`src/rtl/fdsa_pkg.sv`:
```
// ----------------------------------------------------------------------------
// fdsa_pkg
// Shared constants, codes and helpers of the file directory sector allocator.
// ----------------------------------------------------------------------------
`default_nettype none
package fdsa_pkg;
  localparam int DIR_ENTRIES  = 32;
  localparam int SECTOR_TOTAL = 512;
  localparam int NAME_BYTES   = 8;

  localparam int SLOT_W  = $clog2(DIR_ENTRIES);
  localparam int SECT_W  = $clog2(SECTOR_TOTAL);
  localparam int NAME_W  = 64;
  localparam int START_W = 9;
  localparam int LEN_W   = 8;
  localparam int RSV_W   = 10;
  localparam int DIR_W   = NAME_W + START_W + LEN_W;

  localparam logic [1:0] FUNC_LOOKUP = 2'd0;
  localparam logic [1:0] FUNC_CREATE = 2'd1;
  localparam logic [1:0] FUNC_DELETE = 2'd2;

  localparam logic [2:0] ST_OK        = 3'd0;
  localparam logic [2:0] ST_NOT_FOUND = 3'd1;
  localparam logic [2:0] ST_EXISTS    = 3'd2;
  localparam logic [2:0] ST_DISK_FULL = 3'd3;
  localparam logic [2:0] ST_DIR_FULL  = 3'd4;

  localparam logic [2:0] REG_RESERVED = 3'd0;

  // Keep the bytes up to the first zero byte and clear the rest.
  function automatic logic [NAME_W-1:0] canon_name(input logic [NAME_W-1:0] raw);
    logic [NAME_W-1:0] res;
    logic              live;
    res  = '0;
    live = 1'b1;
    for (int i = 0; i < NAME_BYTES; i++) begin
      if (raw[8*i +: 8] == 8'h00) live = 1'b0;
      if (live) res[8*i +: 8] = raw[8*i +: 8];
    end
    return res;
  endfunction
endpackage
`default_nettype wire

```
`src/rtl/fdsa_ram.sv`:
```
// ----------------------------------------------------------------------------
// fdsa_ram
// Generic simple dual-port RAM with one write port and a registered read.
// ----------------------------------------------------------------------------
`default_nettype none
module fdsa_ram #(
  parameter int WIDTH = 8,
  parameter int DEPTH = 16
) (
  input  wire logic                     clk,
  input  wire logic                     we,
  input  wire logic [$clog2(DEPTH)-1:0] waddr,
  input  wire logic [WIDTH-1:0]         wdata,
  input  wire logic [$clog2(DEPTH)-1:0] raddr,
  output logic      [WIDTH-1:0]         rdata
);
  logic [WIDTH-1:0] mem [DEPTH];

  always_ff @(posedge clk) begin
    if (we) mem[waddr] <= wdata;
    rdata <= mem[raddr];
  end
endmodule
`default_nettype wire

```
`src/rtl/file_directory_sector_allocator.sv`:
```
// ----------------------------------------------------------------------------
// file_directory_sector_allocator
// Directory of named files with contiguous first-fit sector allocation.
// ----------------------------------------------------------------------------
// channel   direction  handshake           payload
// in        input      in_valid/in_stall   func, file_name, request_count
// out       output     out_valid/out_stall status, start_sector, sector_count
// cfg       input      APB psel/penable    paddr, pwdata, prdata
//
// One item at a time. Lookup and delete read the directory slot by slot, in
// a read state and a check state per slot; delete then frees the sectors one
// by one. Create scans the slots the same way, then reads the used map one bit
// at a time, then marks each allocated sector. The used map has one read port.
// After reset a clearing pass sweeps every sector of the used map; no item is
// taken meanwhile. A stalled result holds; the next item's result waits for it.
// ----------------------------------------------------------------------------
`default_nettype none
module file_directory_sector_allocator
  import fdsa_pkg::*;
(
  input  wire logic              clk,
  input  wire logic              rst,
  input  wire logic              in_valid,
  output logic                   in_stall,
  input  wire logic [1:0]        func,
  input  wire logic [NAME_W-1:0] file_name,
  input  wire logic [7:0]        request_count,
  output logic                   out_valid,
  input  wire logic              out_stall,
  output logic [2:0]             status,
  output logic [START_W-1:0]     start_sector,
  output logic [LEN_W-1:0]       sector_count,
  input  wire logic              psel,
  input  wire logic              penable,
  input  wire logic              pwrite,
  input  wire logic [2:0]        paddr,
  input  wire logic [31:0]       pwdata,
  output logic [31:0]            prdata,
  output logic                   pready
);
  typedef enum logic [3:0] {
    S_CLR, S_IDLE, S_DRD, S_DCHK, S_MSCAN, S_FILL, S_DWR, S_FREE, S_DONE
  } state_t;

  state_t                 state;
  logic [RSV_W-1:0]       reserved;
  logic [1:0]             op;
  logic [NAME_W-1:0]      name;
  logic [LEN_W-1:0]       want;
  logic [SLOT_W-1:0]      slot;
  logic [DIR_ENTRIES-1:0] slot_valid;
  logic [SECT_W:0]        j;
  logic                   pend_v;
  logic [SECT_W-1:0]      pend_j;
  logic [LEN_W-1:0]       run;
  logic [SECT_W:0]        k;
  logic [SECT_W:0]        kend;
  logic [START_W-1:0]     found_start;
  logic [2:0]             res_status;
  logic [START_W-1:0]     res_start;
  logic [LEN_W-1:0]       res_len;

  logic                   map_we;
  logic [SECT_W-1:0]      map_waddr;
  logic                   map_wdata;
  logic                   map_rdata;
  logic                   dir_we;
  logic [DIR_W-1:0]       dir_rdata;
  logic [NAME_W-1:0]      in_canon;
  logic                   sect_free;
  logic [SECT_W:0]        run_start;
  logic                   out_free;

  assign pready   = 1'b1;
  assign prdata   = (paddr == REG_RESERVED) ? {{(32-RSV_W){1'b0}}, reserved} : 32'd0;
  assign in_stall = (state != S_IDLE);
  assign in_canon = canon_name(file_name);
  assign out_free = !out_valid || !out_stall;

  // A sector below the reserved limit always counts as used.
  assign sect_free = ({1'b0, pend_j} >= reserved) && !map_rdata;
  assign run_start = {1'b0, pend_j} + (SECT_W+1)'(1) - (SECT_W+1)'(want);

  always_comb begin
    map_we    = 1'b0;
    map_waddr = k[SECT_W-1:0];
    map_wdata = 1'b0;
    case (state)
      S_CLR: begin
        map_we    = 1'b1;
        map_waddr = j[SECT_W-1:0];
      end
      S_FILL: begin
        map_we    = 1'b1;
        map_wdata = 1'b1;
      end
      S_FREE: map_we = (k < kend) && (k < (SECT_W+1)'(SECTOR_TOTAL));
      default: ;
    endcase
  end

  assign dir_we = (state == S_DWR);

  fdsa_ram #(.WIDTH(1), .DEPTH(SECTOR_TOTAL)) u_map (
    .clk(clk), .we(map_we), .waddr(map_waddr), .wdata(map_wdata),
    .raddr(j[SECT_W-1:0]), .rdata(map_rdata)
  );

  fdsa_ram #(.WIDTH(DIR_W), .DEPTH(DIR_ENTRIES)) u_dir (
    .clk(clk), .we(dir_we), .waddr(slot), .wdata({name, found_start, want}),
    .raddr(slot), .rdata(dir_rdata)
  );

  always_ff @(posedge clk) begin
    if (rst) begin
      state      <= S_CLR;
      reserved   <= '0;
      slot_valid <= '0;
      out_valid  <= 1'b0;
      j          <= '0;
      pend_v     <= 1'b0;
    end else begin
      if (psel && penable && pwrite && paddr == REG_RESERVED)
        reserved <= pwdata[RSV_W-1:0];
      // The done state issues the next result itself when the slot frees up.
      if (out_valid && !out_stall && state != S_DONE) out_valid <= 1'b0;
      case (state)
        S_CLR: begin
          j <= j + 1'b1;
          if (j == (SECT_W+1)'(SECTOR_TOTAL-1)) state <= S_IDLE;
        end
        S_IDLE: begin
          if (in_valid) begin
            op   <= func;
            name <= in_canon;
            want <= request_count;
            slot <= '0;
            if (in_canon[7:0] == 8'h00 || func == 2'd3) begin
              res_status <= ST_NOT_FOUND;
              state      <= S_DONE;
            end else begin
              state <= S_DRD;
            end
          end
        end
        S_DRD: state <= S_DCHK;
        S_DCHK: begin
          state <= S_DONE;
          if (op == FUNC_CREATE) begin
            if (!slot_valid[slot]) begin
              if (want == '0) begin
                res_status <= ST_DISK_FULL;
              end else begin
                j      <= '0;
                pend_v <= 1'b0;
                run    <= '0;
                state  <= S_MSCAN;
              end
            end else if (dir_rdata[DIR_W-1 -: NAME_W] == name) begin
              res_status <= ST_EXISTS;
            end else if (slot == SLOT_W'(DIR_ENTRIES-1)) begin
              res_status <= ST_DIR_FULL;
            end else begin
              slot  <= slot + 1'b1;
              state <= S_DRD;
            end
          end else if (slot_valid[slot] && dir_rdata[DIR_W-1 -: NAME_W] == name) begin
            res_status <= ST_OK;
            res_start  <= dir_rdata[LEN_W +: START_W];
            res_len    <= dir_rdata[LEN_W-1:0];
            k          <= (SECT_W+1)'(dir_rdata[LEN_W +: START_W]);
            kend       <= (SECT_W+1)'(dir_rdata[LEN_W +: START_W])
                          + (SECT_W+1)'(dir_rdata[LEN_W-1:0]);
            if (op == FUNC_DELETE) state <= S_FREE;
          end else if (slot == SLOT_W'(DIR_ENTRIES-1)) begin
            res_status <= ST_NOT_FOUND;
          end else begin
            slot  <= slot + 1'b1;
            state <= S_DRD;
          end
        end
        S_MSCAN: begin
          // Reads run one bit ahead of the check of the previous bit.
          pend_v <= (j < (SECT_W+1)'(SECTOR_TOTAL));
          pend_j <= j[SECT_W-1:0];
          j      <= j + 1'b1;
          if (pend_v) begin
            if (sect_free && ({1'b0, run} + 9'd1) == {1'b0, want}) begin
              found_start <= START_W'(run_start);
              k           <= run_start;
              kend        <= run_start + (SECT_W+1)'(want);
              state       <= S_FILL;
            end else begin
              run <= sect_free ? run + 1'b1 : '0;
              if (pend_j == SECT_W'(SECTOR_TOTAL-1)) begin
                res_status <= ST_DISK_FULL;
                state      <= S_DONE;
              end
            end
          end
        end
        S_FILL: begin
          k <= k + 1'b1;
          if (k + 1'b1 == kend) state <= S_DWR;
        end
        S_DWR: begin
          slot_valid[slot] <= 1'b1;
          res_status       <= ST_OK;
          res_start        <= found_start;
          res_len          <= want;
          state            <= S_DONE;
        end
        S_FREE: begin
          if (map_we) begin
            k <= k + 1'b1;
          end else begin
            slot_valid[slot] <= 1'b0;
            state            <= S_DONE;
          end
        end
        S_DONE: begin
          if (out_free) begin
            out_valid    <= 1'b1;
            status       <= res_status;
            start_sector <= (res_status == ST_OK) ? res_start : '0;
            sector_count <= (res_status == ST_OK) ? res_len : '0;
            state        <= S_IDLE;
          end
        end
        default: state <= S_IDLE;
      endcase
    end
  end
endmodule
`default_nettype wire

```
`config.mk`:
```
export PLATFORM = sky130hd
export DESIGN_NAME = file_directory_sector_allocator
export DESIGN_NICKNAME = d
export VERILOG_FILES = /design/src/rtl/fdsa_pkg.sv /design/src/rtl/fdsa_ram.sv /design/src/rtl/file_directory_sector_allocator.sv
export SDC_FILE = /design/constraint.sdc
export NUM_CORES = 2
export LEC_CHECK = 0
export BUFFER_PORTS_ARGS = -buffer_cell sky130_fd_sc_hd__buf_2
export CAP_MARGIN = 20
export CORE_MARGIN = 1.5
export CORE_UTILIZATION = 50
export CTS_BUF_LIST = sky130_fd_sc_hd__clkbuf_8
export CTS_CLUSTER_DIAMETER = 120
export CTS_CLUSTER_SIZE = 14
export DETAILED_ROUTE_END_ITERATION = 8
export PLACE_DENSITY = 0.75
export SETUP_SLACK_MARGIN = 0.02
export SLEW_MARGIN = 30
export SYNTH_ARGS = -nofsm -noshare
export SYNTH_HDL_FRONTEND = slang
export SYNTH_SLANG_ARGS = --single-unit
```
`constraint.sdc`:
```
create_clock -name clk -period 34.9 [get_ports clk]
set_input_delay 5.235 -clock clk [delete_from_list [all_inputs] [get_ports clk]]
set_output_delay 5.235 -clock clk [all_outputs]
set_load 0.01 [all_outputs]
```
==> results_dict.tcl <==
set metrics [dict create \
    worstSkewPairLatency_ps 1090 \
    initial_core_util_pct 50.3 \
    share_seq_of_total_power_pct 61.2 \
    hp-class "reg2reg" \
    finalSetupViolCount 0 \
    drc 38 \
    ys_types 91 \
    cts_setup_buffers 0 \
    drt_iter0_drc 10100 \
    clk_pin_slew_ps 100 \
    status "complete, but fails checks" \
    slew_headroom_pct 28.1 \
    drive_gt1_share_pct 21.8 \
    fill_cells 19600 \
    dr_total_vias 68500 \
    final_area_sq_um 144000 \
    slowest_stage "nor3_2" \
    finalCriticalPeriod_ps 11370 \
    cts_buffers 294 \
    antenna_found_initial 8 \
    synth_top_area_share_pct 73.6 \
    worst_slew_pin_slew_ps 1080 \
    fmax_ghz 0.0880 \
    cts_tree "done" \
    p_sw_share_pct 24.6 \
    grt_max_degree 201 \
    wirelength_um 322000 \
    finish.utilization_pct 54.3 \
    seq_area_frac_synth_pct 75.7 \
    p_int_mw 5.61 \
    io_pins 171 \
    cts_resized 0 \
    first_global_vias 68000 \
    criticalPathCategory "in2out" \
    die_w_um 519 \
    area_growth_syn_to_layout_pct 7.92 \
    die_area_sq_um 270000 \
    ys_seq_elements 3409 \
    placed_cell_area_sq_um 139000 \
    maxCapViolations 0 \
    vdd.ir_drop.worst_v 0.0000459 \
    cts_num_sinks 3409 \
    yosysWarnings 0 \
    violations "DRC" \
    cpPeakStageDelay_ps 460 \
    critical-path-top-delay-family "simple AND/OR/NAND/NOR gates" \
    multi_input_area_sq_um 30500 \
    hpwlAfterDp_um 168000 \
    synth_area_per_cell_sq_um 19.7 \
    finalPower_mw 7.45 \
    area.sequential_sq_um 101000 \
    cts_hold_buf 0 \
    maxSlewViolCount 0 \
    rsz0062_at_grt "false" \
    via_per_inst 6.40 \
    io_buffer_count 125 \
    netlist_area_sq_um 133000 \
    power_frac_comb_pct 11.2 \
    place_ws_ps 23300 \
    row_count 189 \
    leakage_nw 43.7 \
    endpoint_kind "primary output" \
    crit_fanout 12 \
    worstPathCellList "buf_2 > nor3_2 > and2_1 > buf_2" \
    power_frac_clock_pct 27.6 \
    hold_violations 0 \
    antenna_left 0 \
    synth_edf_count 3269 \
    core_area_sq_um 265000 \
    synth_area_leader_cell "edfxtp_1" \
    cts-htree-levels 5 \
    synth_ff_type "edfxtp_1" \
    finalNetCount 7188 \
    critPathLaunchType "input pin" \
    die_y_um 519 \
    async_reset_ff_share_pct 0 \
    clock_skew_ps 117 \
    routabilityCongestion 0.831 \
    p_sw_mw 1.83 \
    grt_first_pass_wirelength_um 465000 \
    fin_hold_ws_ps 447 \
    post-route-period-util_pct 32.6 \
    grt_overflow_total 0 \
    place_inst 10200 \
    synth_cells 6776 \
    path_common_cell "buf_2" \
    gr-usage-all-layers_pct 23.7 \
    clockRootBuffer "clkbuf_8" \
    p_per_area_nw_per_um2 51.8 \
    layout_commonest_cell "edfxtp_1" \
    setup_tns_ps 0 \
    path_buf_inv 2 \
    timing.final.ws_setup_ps 23530 \
    layout.cells.non_filler 10700 \
    routedWlPerCell_um 30.1 \
    final_cell_mix "3269 x edfxtp_1, 770 x mux4_2, 605 x nor2_1, 353 x a22oi_1, 299 x clkbuf_8" \
    firstDrtPassIters 9 \
    cts_buffer_depth 4 \
    arrival_ps 6130 \
    worst_ep_required_time_ps 29660 \
    ys_top_cells_by_area "edfxtp_1 74%, mux4_2 13%, dfxtp_1 2.1%" \
]
flip-flops by register name (all words and copies together) (netlist names), 10 cells and up, named ones only:
name and cells:
u_dir.mem 2592, u_map.mem 512, u_dir.rdata 81, name 64
j 10, k 10, kend 10, reserved 10
logic make-up (layout without fill, tap and decap cells):
logic type	count (synthesis)	count (layout)	synth area share [%]
XOR/XNOR	122	122	0.802
flip-flops	3409	3409	75.7
AND/OR/NAND/NOR	1218	1218	4.25
other	2	29	0.00563
buffers and inverters	489	862	1.67
multiplexers	827	827	13.4
adder cells (fa/ha/maj)	61	61	0.589
AO/OA/AOI/OAI	648	648	3.50
power by group through the flow:
stage	Clock (mW)	Combinational [mW]	Sequential [mW]
6_report	2.05	0.835	4.56
5_1_grt	2.23	0.886	4.57
4_1_cts	2.08	0.818	4.57
3_5_place_dp	0	0.816	4.66
3_3_place_gp	0	0.799	4.66
2_1_floorplan	0	0.587	4.66
worst paths after layout:
check	start	endpoint	slack (ps)	cells past startpoint
worst max register to register	slot[1]$_SDFFCE_PN0P_	u_dir.mem[18][57]$_DFFE_PP_	29470	7
worst min-delay path	res_len[0]$_DFFE_PP_	sector_count[0]$_SDFFCE_PP0P_	450	1
worst min register to register	res_len[0]$_DFFE_PP_	sector_count[0]$_SDFFCE_PP0P_	450	1
worst max-delay path	paddr[1]	prdata[6]	23530	4
per-layer routing:
layer  wire (um)  track usage (%)  vias up
met5          24                0        -
met4        9380             6.87        4
met3       35500             4.33      576
met2      155000             38.1     4297
met1      122000             33.3    35800
li1            -                -    27800
cell type report:
type | count | area share (%)
Antenna cell | 6 | 0.0104
Clock buffer | 298 | 2.85
Clock inverter | 157 | 0.440
Inverter | 52 | 0.136
Multi-Input combinational cell | 2899 | 21.2
Sequential cell | 3409 | 70.2
Tap cell | 3533 | 3.07
Timing Repair Buffer | 355 | 2.07
synth_stat cells, drive strengths merged (7+ instances only):
cell type     n
mux4        770
o21ai        52
a22oi       353
nor2        647
and3          7
inv          52
ha           58
clkbuf      226
nand2b       20
buf         211
nand3        48
nor2b        24
a311oi        7
nor3         33
edfxtp     3269
nor4         23
xor2         20
and2         87
o22ai        16
xnor2       102
dfxtp       140
nand2       170
a21o          9
a31oi        11
or2          10
nand3b        9
nor3b        10
a211oi       43
a21oi        91
nand4       113
mux2i        55
Note: power is estimated with default switching activity, not from simulation.
